## src/rtl/snpp_pkg.sv

```systemverilog
// Package for the sector nearest-point proximity block.
// Holds payload structs, register indexes, the arctangent table and the front-to-back record.
// No dependencies.
package snpp_pkg;

   localparam int CoordWidth = 16;
   localparam int AtanLen    = 20;
   localparam int ZWidth     = 28;

   typedef struct packed {
      logic signed [CoordWidth-1:0] point_x;
      logic signed [CoordWidth-1:0] point_y;
      logic signed [CoordWidth-1:0] point_z;
      logic                         last_point;
   } req_type;

   typedef struct packed {
      logic [16:0] proximity;
      logic        point_found;
      logic [31:0] nearest_dist_sq;
   } rsp_type;

   typedef enum logic [1:0] {
      REG_X_OFFSET = 2'd0,
      REG_Y_OFFSET = 2'd1,
      REG_HALF_ANG = 2'd2,
      REG_RANGE    = 2'd3
   } reg_index_type;

   // Record passed from the front part to the back part through the queue.
   typedef struct packed {
      logic        kept;
      logic [33:0] dist_sq;
      logic        last_point;
   } judged_type;

   localparam logic signed [ZWidth-1:0] PiQ24 = 28'sd52707179;

   function automatic logic signed [ZWidth-1:0] atan_q24(input int idx);
      logic signed [ZWidth-1:0] v;
      case (idx)
         0: v = 28'sd13176795;
         1: v = 28'sd7778716;
         2: v = 28'sd4110060;
         3: v = 28'sd2086331;
         4: v = 28'sd1047214;
         5: v = 28'sd524117;
         6: v = 28'sd262123;
         7: v = 28'sd131069;
         8: v = 28'sd65536;
         9: v = 28'sd32768;
         10: v = 28'sd16384;
         11: v = 28'sd8192;
         12: v = 28'sd4096;
         13: v = 28'sd2048;
         14: v = 28'sd1024;
         15: v = 28'sd512;
         16: v = 28'sd256;
         17: v = 28'sd128;
         18: v = 28'sd64;
         19: v = 28'sd32;
         default: v = '0;
      endcase
      return v;
   endfunction

endpackage

```

## src/rtl/snpp_front.sv

```systemverilog
// Front part: offsets a point, runs an iterative CORDIC for its bearing and judges it.
// Depends on snpp_pkg.
module snpp_front #(
   parameter int ANGLE_STEPS = 14
) (
   input  logic                 clock,
   input  logic                 reset,
   input  logic                 in_valid,
   output logic                 in_ready,
   input  snpp_pkg::req_type    in_item,
   input  logic signed [15:0]   x_shift,
   input  logic signed [15:0]   y_shift,
   input  logic [13:0]          half_angle,
   input  logic [15:0]          range_lim,
   output logic                 out_valid,
   input  logic                 out_ready,
   output snpp_pkg::judged_type out_item
);

   localparam int Steps = (ANGLE_STEPS < snpp_pkg::AtanLen) ? ANGLE_STEPS
                                                            : snpp_pkg::AtanLen;
   localparam int CntW = $clog2(Steps + 1);
   localparam int VW = 36;

   typedef enum logic [3:0] {
      ST_IDLE = 4'b0001,
      ST_SQR  = 4'b0010,
      ST_ROT  = 4'b0100,
      ST_DONE = 4'b1000
   } state_type;

   state_type state_ff, state_in;
   logic [CntW-1:0] cnt_ff, cnt_in;
   logic signed [17:0] dx_ff, dx_in, dy_ff, dy_in;
   logic signed [15:0] dz_ff, dz_in;
   logic last_ff, last_in;
   logic [33:0] d2_ff, d2_in;
   logic [31:0] r2_ff, r2_in;
   logic signed [VW-1:0] x_ff, x_in, y_ff, y_in;
   logic signed [snpp_pkg::ZWidth-1:0] z_ff, z_in;
   logic origin_ff, origin_in;
   logic [1:0] sq_ff, sq_in;

   logic signed [VW-1:0] xs, ys;
   logic signed [snpp_pkg::ZWidth-1:0] zr;
   logic signed [15:0] ang;
   logic signed [17:0] sq_op;
   logic [35:0] sq_val;
   logic in_sector;

   assign in_ready  = (state_ff == ST_IDLE);
   assign out_valid = (state_ff == ST_DONE);

   assign xs = x_ff >>> cnt_ff;
   assign ys = y_ff >>> cnt_ff;
   assign zr = z_ff + snpp_pkg::ZWidth'(2048);
   assign ang = 16'(zr >>> 12);
   assign in_sector = origin_ff ||
                      ((ang >= -$signed({2'b00, half_angle})) &&
                       (ang <= $signed({2'b00, half_angle})));

   always_comb begin
      case (sq_ff)
         2'd0: sq_op = dx_ff;
         2'd1: sq_op = dy_ff;
         2'd2: sq_op = 18'(dz_ff);
         default: sq_op = '0;
      endcase
   end
   assign sq_val = 36'(sq_op * sq_op);

   assign out_item.kept       = in_sector && (d2_ff <= {2'b00, r2_ff});
   assign out_item.dist_sq    = d2_ff;
   assign out_item.last_point = last_ff;

   always_comb begin
      state_in  = state_ff;
      cnt_in    = cnt_ff;
      dx_in     = dx_ff;
      dy_in     = dy_ff;
      dz_in     = dz_ff;
      last_in   = last_ff;
      d2_in     = d2_ff;
      r2_in     = r2_ff;
      x_in      = x_ff;
      y_in      = y_ff;
      z_in      = z_ff;
      origin_in = origin_ff;
      sq_in     = sq_ff;
      case (state_ff)
         ST_IDLE: begin
            if (in_valid) begin
               dx_in    = 18'(in_item.point_x) - 18'(x_shift);
               dy_in    = 18'(in_item.point_y) - 18'(y_shift);
               dz_in    = in_item.point_z;
               last_in  = in_item.last_point;
               d2_in    = '0;
               r2_in    = 32'(range_lim * range_lim);
               sq_in    = 2'd0;
               state_in = ST_SQR;
            end
         end
         ST_SQR: begin
            d2_in = d2_ff + 34'(sq_val);
            sq_in = sq_ff + 2'd1;
            if (sq_ff == 2'd0) begin
               origin_in = (dx_ff == '0) && (dy_ff == '0);
               if (dx_ff < 0) begin
                  x_in = -(VW'(dx_ff) <<< 16);
                  y_in = -(VW'(dy_ff) <<< 16);
                  z_in = (dy_ff >= 0) ? snpp_pkg::PiQ24 : -snpp_pkg::PiQ24;
               end else begin
                  x_in = VW'(dx_ff) <<< 16;
                  y_in = VW'(dy_ff) <<< 16;
                  z_in = '0;
               end
            end
            if (sq_ff == 2'd2) begin
               cnt_in   = '0;
               state_in = (Steps == 0) ? ST_DONE : ST_ROT;
            end
         end
         ST_ROT: begin
            if (y_ff > 0) begin
               x_in = x_ff + ys;
               y_in = y_ff - xs;
               z_in = z_ff + snpp_pkg::atan_q24(int'(cnt_ff));
            end else begin
               x_in = x_ff - ys;
               y_in = y_ff + xs;
               z_in = z_ff - snpp_pkg::atan_q24(int'(cnt_ff));
            end
            cnt_in = cnt_ff + CntW'(1);
            if (cnt_ff == CntW'(Steps - 1)) begin
               state_in = ST_DONE;
            end
         end
         ST_DONE: begin
            if (out_ready) begin
               state_in = ST_IDLE;
            end
         end
         default: state_in = ST_IDLE;
      endcase
   end

   always_ff @(posedge clock) begin
      if (reset) begin
         state_ff <= ST_IDLE;
      end else begin
         state_ff <= state_in;
      end
      cnt_ff    <= cnt_in;
      dx_ff     <= dx_in;
      dy_ff     <= dy_in;
      dz_ff     <= dz_in;
      last_ff   <= last_in;
      d2_ff     <= d2_in;
      r2_ff     <= r2_in;
      x_ff      <= x_in;
      y_ff      <= y_in;
      z_ff      <= z_in;
      origin_ff <= origin_in;
      sq_ff     <= sq_in;
   end

endmodule

```

## src/rtl/snpp_queue.sv

```systemverilog
// Two-entry queue between the front and back parts.
// Depends on snpp_pkg.
module snpp_queue (
   input  logic                 clock,
   input  logic                 reset,
   input  logic                 in_valid,
   output logic                 in_ready,
   input  snpp_pkg::judged_type in_item,
   output logic                 out_valid,
   input  logic                 out_ready,
   output snpp_pkg::judged_type out_item
);

   snpp_pkg::judged_type mem_ff [2];
   logic wr_ptr_ff, rd_ptr_ff;
   logic [1:0] count_ff;
   logic push, pop;

   assign in_ready  = (count_ff != 2'd2);
   assign out_valid = (count_ff != 2'd0);
   assign out_item  = mem_ff[rd_ptr_ff];
   assign push = in_valid && in_ready;
   assign pop  = out_valid && out_ready;

   always_ff @(posedge clock) begin
      if (reset) begin
         wr_ptr_ff <= 1'b0;
         rd_ptr_ff <= 1'b0;
         count_ff  <= 2'd0;
      end else begin
         if (push) begin
            wr_ptr_ff <= !wr_ptr_ff;
         end
         if (pop) begin
            rd_ptr_ff <= !rd_ptr_ff;
         end
         count_ff <= count_ff + 2'(push) - 2'(pop);
      end
      if (push) begin
         mem_ff[wr_ptr_ff] <= in_item;
      end
   end

endmodule

```

## src/rtl/snpp_back.sv

```systemverilog
// Back part: keeps the running minimum and forms the result with a restoring divider.
// Depends on snpp_pkg.
module snpp_back (
   input  logic                 clock,
   input  logic                 reset,
   input  logic                 in_valid,
   output logic                 in_ready,
   input  snpp_pkg::judged_type in_item,
   output logic                 out_valid,
   input  logic                 out_ready,
   output snpp_pkg::rsp_type    out_item
);

   typedef enum logic [2:0] {
      ST_RUN  = 3'b001,
      ST_DIV  = 3'b010,
      ST_SEND = 3'b100
   } state_type;

   state_type state_ff, state_in;
   logic [31:0] min_ff, min_in;
   logic any_ff, any_in;
   logic [36:0] num_ff, num_in;
   logic [32:0] rem_ff, rem_in;
   logic [37:0] quo_ff, quo_in;
   logic [5:0] cnt_ff, cnt_in;
   snpp_pkg::rsp_type rsp_ff, rsp_in;

   logic [31:0] new_min;
   logic new_any;
   logic [33:0] trial;

   assign in_ready  = (state_ff == ST_RUN);
   assign out_valid = (state_ff == ST_SEND);
   assign out_item  = rsp_ff;

   always_comb begin
      new_min = min_ff;
      new_any = any_ff;
      if (in_item.kept) begin
         if (!any_ff || in_item.dist_sq < {2'b00, min_ff}) begin
            new_min = 32'(in_item.dist_sq);
         end
         new_any = 1'b1;
      end
   end

   assign trial = {rem_ff, num_ff[36]} - {2'b00, min_ff};

   always_comb begin
      state_in = state_ff;
      min_in   = min_ff;
      any_in   = any_ff;
      num_in   = num_ff;
      rem_in   = rem_ff;
      quo_in   = quo_ff;
      cnt_in   = cnt_ff;
      rsp_in   = rsp_ff;
      case (state_ff)
         ST_RUN: begin
            if (in_valid) begin
               min_in = new_min;
               any_in = new_any;
               if (in_item.last_point) begin
                  rsp_in.point_found     = new_any;
                  rsp_in.nearest_dist_sq = new_any ? new_min : '0;
                  if (!new_any) begin
                     rsp_in.proximity = '0;
                     state_in = ST_SEND;
                  end else if (new_min <= 32'd1048576) begin
                     rsp_in.proximity = 17'd65536;
                     state_in = ST_SEND;
                  end else begin
                     num_in   = 37'h10_0000_0000 + 37'(new_min >> 1);
                     rem_in   = '0;
                     quo_in   = '0;
                     cnt_in   = 6'd37;
                     state_in = ST_DIV;
                  end
               end
            end
         end
         ST_DIV: begin
            if (!trial[33]) begin
               rem_in = trial[32:0];
               quo_in = {quo_ff[36:0], 1'b1};
            end else begin
               rem_in = {rem_ff[31:0], num_ff[36]};
               quo_in = {quo_ff[36:0], 1'b0};
            end
            num_in = {num_ff[35:0], 1'b0};
            cnt_in = cnt_ff - 6'd1;
            if (cnt_ff == 6'd1) begin
               rsp_in.proximity = quo_in[16:0];
               state_in = ST_SEND;
            end
         end
         ST_SEND: begin
            if (out_ready) begin
               min_in   = '1;
               any_in   = 1'b0;
               state_in = ST_RUN;
            end
         end
         default: state_in = ST_RUN;
      endcase
   end

   always_ff @(posedge clock) begin
      if (reset) begin
         state_ff <= ST_RUN;
         min_ff   <= '1;
         any_ff   <= 1'b0;
      end else begin
         state_ff <= state_in;
         min_ff   <= min_in;
         any_ff   <= any_in;
      end
      num_ff <= num_in;
      rem_ff <= rem_in;
      quo_ff <= quo_in;
      cnt_ff <= cnt_in;
      rsp_ff <= rsp_in;
   end

endmodule

```

## src/rtl/sector_nearest_point_proximity.sv

```systemverilog
// Top level of the sector nearest-point proximity block.
// Depends on snpp_pkg, snpp_front, snpp_queue and snpp_back.
//
// Each point passes through the front part's shared squaring unit, which squares the
// three offsets in turn, and then through its iterative CORDIC bearing unit. The last
// point of a scan further passes through the back part's bit-serial divider unless its
// result saturates or nothing was kept.
// A two-entry queue lets the front judge the next point while the back divides.
module sector_nearest_point_proximity #(
   parameter int ANGLE_STEPS = 14
) (
   input  logic              clock,
   input  logic              reset,
   input  logic              req_valid,
   output logic              req_ready,
   input  snpp_pkg::req_type req_data,
   output logic              rsp_valid,
   input  logic              rsp_ready,
   output snpp_pkg::rsp_type rsp_data,
   input  logic              csr_write,
   input  logic [1:0]        csr_index,
   input  logic [15:0]       csr_data
);

   logic signed [15:0] x_off_ff, y_off_ff;
   logic [13:0] half_ff;
   logic [15:0] range_ff;

   logic f_valid, f_ready, q_valid, q_ready;
   snpp_pkg::judged_type f_item, q_item;

   always_ff @(posedge clock) begin
      if (reset) begin
         x_off_ff <= 16'sd102;
         y_off_ff <= 16'sd102;
         half_ff  <= 14'd1072;
         range_ff <= 16'd1024;
      end else if (csr_write) begin
         case (snpp_pkg::reg_index_type'(csr_index))
            snpp_pkg::REG_X_OFFSET: x_off_ff <= csr_data;
            snpp_pkg::REG_Y_OFFSET: y_off_ff <= csr_data;
            snpp_pkg::REG_HALF_ANG: half_ff  <= csr_data[13:0];
            snpp_pkg::REG_RANGE:    range_ff <= csr_data;
            default: ;
         endcase
      end
   end

   snpp_front #(.ANGLE_STEPS(ANGLE_STEPS)) u_front (
      .clock(clock), .reset(reset),
      .in_valid(req_valid), .in_ready(req_ready), .in_item(req_data),
      .x_shift(x_off_ff), .y_shift(y_off_ff),
      .half_angle(half_ff), .range_lim(range_ff),
      .out_valid(f_valid), .out_ready(f_ready), .out_item(f_item)
   );

   snpp_queue u_queue (
      .clock(clock), .reset(reset),
      .in_valid(f_valid), .in_ready(f_ready), .in_item(f_item),
      .out_valid(q_valid), .out_ready(q_ready), .out_item(q_item)
   );

   snpp_back u_back (
      .clock(clock), .reset(reset),
      .in_valid(q_valid), .in_ready(q_ready), .in_item(q_item),
      .out_valid(rsp_valid), .out_ready(rsp_ready), .out_item(rsp_data)
   );

endmodule

```

## config.mk

```make
export PLATFORM = sky130hd
export DESIGN_NAME = sector_nearest_point_proximity
export DESIGN_NICKNAME = d
export VERILOG_FILES = /design/src/rtl/snpp_pkg.sv /design/src/rtl/snpp_front.sv /design/src/rtl/snpp_queue.sv /design/src/rtl/snpp_back.sv /design/src/rtl/sector_nearest_point_proximity.sv
export SDC_FILE = /design/constraint.sdc
export NUM_CORES = 2
export LEC_CHECK = 0
export ABC_AREA = 1
export BUFFER_PORTS_ARGS = -buffer_cell sky130_fd_sc_hd__buf_2
export CORE_MARGIN = 2
export CORE_UTILIZATION = 40
export CTS_BUF_LIST = sky130_fd_sc_hd__clkbuf_8
export CTS_CLUSTER_SIZE = 16
export DETAILED_ROUTE_END_ITERATION = 6
export GPL_TIMING_DRIVEN = 1
export SYNTH_ARGS = -nofsm -noshare
export SYNTH_HDL_FRONTEND = slang
export SYNTH_SLANG_ARGS = --single-unit
```

## constraint.sdc

```tcl
create_clock -name clock -period 28.4 [get_ports clock]
set_clock_uncertainty 0.05 [all_clocks]
set_input_delay 5.68 -clock clock [delete_from_list [all_inputs] [get_ports clock]]
set_output_delay 5.68 -clock clock [all_outputs]
set_load 0.01 [all_outputs]
```

==> flow_metrics.py <==
metrics = {
    "outcome": {
        "status": "finished, final reports clean",
    },
    "setup_path": {
        "r2r_start": "u_front.sq_ff[0]",
        "cp-startpoint": "u_front.sq_ff[0]",
        "slowest_stage": "fa_1",
        "rrSetupSlack_ns": 19.12,
        "cp-endpoint": "u_front.d2_ff[33]",
        "cpPeakStageDelay_ns": 0.78,
        "r2r_cells": 29,
        "cp_max_fo": 26,
        "critPathArrivalTime_ns": 9.80,
        "cp-end-kind": "flip-flop",
        "path_common_cell": "inv_1",
        "r2r_end": "u_front.d2_ff[33]",
        "cp-start-kind": "flip-flop",
        "cp.required_ns": 28.93,
        "path_class": "reg2reg",
    },
    "power": {
        "power.leakage_uw": 0.0287,
        "pwr_density_cell_nw_per_um2": 124,
        "ir_drop_mv": 0.346,
    },
    "synthesis": {
        "syn_avg_cell_area_um2": 8.14,
        "syn_nets": 7902,
        "synthXorXnorAreaFrac_pct": 3.88,
        "yosys.area_share.simple_pct": 15.9,
        "synth-edff-count": 437,
        "yosysSeqAreaShare_pct": 28.1,
        "synth_top_family_by_area": "adder cells",
        "synth_area_um2": 56000,
        "syn_inst": 6876,
        "synth_compound_area_share_pct": 13.5,
        "ys_warn_count": 0,
        "ys_ff_latch": 567,
        "synth_mux_area_share_pct": 0.901,
        "ys_async_sr_fraction_pct": 0,
        "synth_fa_ha_area_share_pct": 27.6,
        "yosysUniqueCellTypes": 63,
        "ys.flop_type": "edfxtp_1",
    },
    "final_layout": {
        "final_cell_count_no_fill": 8907,
        "final_nets": 7961,
        "drive_gt1_share_pct": 5.99,
        "area_growth_pct": 8.36,
        "layout_commonest_cell": "inv_1",
        "utilization_pct": 43.6,
        "final_cell_mix": "inv_1, nand2_1, nor2_1",
    },
    "routing": {
        "ant_nets": 0,
        "wl_mm": 158,
        "wl_per_cell_um": 17.7,
        "drt-vias-per-instance": 5.17,
        "vias": 46000,
        "firstDrtPassIters": 6,
        "first_iter_violations": 3589,
        "drc_errors": 0,
    },
    "place": {
        "hpwl_mm": 126,
        "dp_slack_ns": 19.24,
        "gp_congestion": 0.969,
        "numPortBuffers": 123,
        "place_inst": 8703,
    },
    "global_route": {
        "grt_pass1_wl_mm": 251,
        "grt_start_max_net_pins": 97,
        "track_usage_pct": 22.4,
        "grt-ovfl-total": 0,
        "grt_antenna_before_repair": 7,
        "grt_pass1_vias": 45200,
    },
    "clocking": {
        "cts_tree": "built",
        "cts.sinks": 567,
        "numCtsBuffers": 106,
        "clock_path_buffers": 3,
        "post_cts_buffers": 0,
        "clk_pin_slew_ns": 0.06,
        "h-tree-depth": 3,
        "root_buffer": "clkbuf_8",
        "hold_buffers": 0,
        "ctsResizeCount": 0,
        "clk_latency_ns": 0.85,
    },
    "die": {
        "ios": 124,
        "die_h_um": 378,
        "rows": 137,
        "core_area_um2": 139000,
        "start_util_pct": 40.2,
        "die-area_um2": 143000,
        "dieWidth_um": 378,
    },
    "sta": {
        "worstMarginPinSlew_ns": 1.24,
        "rsz0062_at_grt": "no",
        "fin_crit_ns": 9.28,
        "finalSetupViolCount": 0,
        "fmax_mhz": 108,
        "slew_headroom_pct": 17.2,
        "drv_slew": 0,
        "hold_viol": 0,
        "finalSetupTns_ns": 0,
        "fin_ws_ns": 19.12,
        "finalCritPeriodShare_pct": 32.7,
    },
    "min_path": {
        "hold_path_class": "reg2reg",
    },
    "flow_run": {
        "cap_violations": 0,
    },
}
-- state kept, by name, summed over array words and instances (netlist names), 16 cells and up, named ones only --
signal           cells
x_off_ff            16
u_back.out_item     50
u_back.num_ff       37
u_front.dz_ff       16
u_front.z_ff        28
range_ff            16
u_back.rem_ff       33
u_front.y_ff        36
u_back.quo_ff       16
u_front.dy_ff       17
y_off_ff            16
u_front.x_ff        36
u_front.dx_ff       17
u_front.d2_ff       34
u_queue.mem_ff      72
u_back.min_ff       32
u_front.r2_ff       31
-- where the power goes --
group	internal [µW]	leakage, µW	total, µW	switching [µW]
registers	1110	0.00509	1210	100
clock network	453	0.00126	853	400
logic	1870	0.0223	5430	3570
total	3430	0.0287	7500	4070
-- cells by family after synthesis --
family                     Yosys count
DFF                                567
adders and majority gates          954
muxes                               50
buffers and inverters             1469
and+or+nand+nor                   2193
xor gates and xnor gates           248
AOI/OAI and AO/OA                 1395
-- critical path, delay by kind of cell, from the launching register on --
| kind | cells | cell delay [ns] |
|---|---|---|
| AO/OA/AOI/OAI | 2 | 0.80 |
| flip-flops | 1 | 0.43 |
| buffers and inverters | 10 | 1.58 |
| AND/OR/NAND/NOR | 8 | 1.76 |
| adder cells (fa/ha/maj) | 9 | 4.39 |
-- per-layer routing --
layer	vias up	track usage [%]	part of all wire, %
met1	22100	31.0	46
met3	238	2.97	5.5
met2	1211	35.9	45
met5	-	0	0.0063
met4	2	7.46	3.1
li1	22500	-	-
-- cell type report --
class / instances / area (µm²)
timing repair buffer: 164 / 923
fill: 14100 / 78500
multi-input combinational: 4840 / 34700
inverter: 1256 / 4720
antenna: 5 / 12.5
clock buffer: 122 / 1680
clock inverter: 77 / 564
tap: 1876 / 2350
sequential: 567 / 15700
-- stage by stage --
| stage | hold slack, ns | cell area (µm²) | power, µW |
|---|---|---|---|
| detailed placement | 0.393 | 58400 | 6610 |
| global placement | 0.386 | 58400 | 6620 |
| finish | 0.399 | 60700 | 7500 |
| global route | 0.415 | 60700 | 8350 |
| floorplan | 0.356 | 56000 | 5160 |
| CTS | 0.403 | 60700 | 7540 |
-- synthesized netlist by cell type, drive strengths merged (25+ instances only) --
cell | n | area share (%)
inv | 1251 | 8.4
nand2 | 1246 | 8.4
o21ai | 649 | 5.8
nor2 | 576 | 3.9
a21oi | 515 | 4.6
ha | 484 | 11
fa | 470 | 17
edfxtp | 437 | 23
nand3 | 183 | 1.6
clkbuf | 147 | 0.99
xor2 | 147 | 2.3
dfxtp | 130 | 4.6
xnor2 | 101 | 1.6
buf | 66 | 0.64
nor3 | 59 | 0.55
mux2i | 50 | 0.90
or2 | 50 | 0.56
o211ai | 47 | 0.63
nand4 | 45 | 0.50
a31oi | 28 | 0.31
a21o | 25 | 0.34
-- worst min-delay path by stage --
stage | cells past startpoint | end | from
after global placement | 1 | u_queue.rd_ptr_ff | u_queue.rd_ptr_ff
after detailed placement | 1 | flip-flop | u_queue.rd_ptr_ff
after global routing | 1 | flip-flop | u_queue.rd_ptr_ff
after CTS | 1 | flip-flop | u_queue.rd_ptr_ff
final | 1 | flip-flop | u_queue.rd_ptr_ff
after floorplan | 0 | u_front.r2_ff[0] | range_ff[0]
No activity file was read; power rests on OpenSTA's default activity.
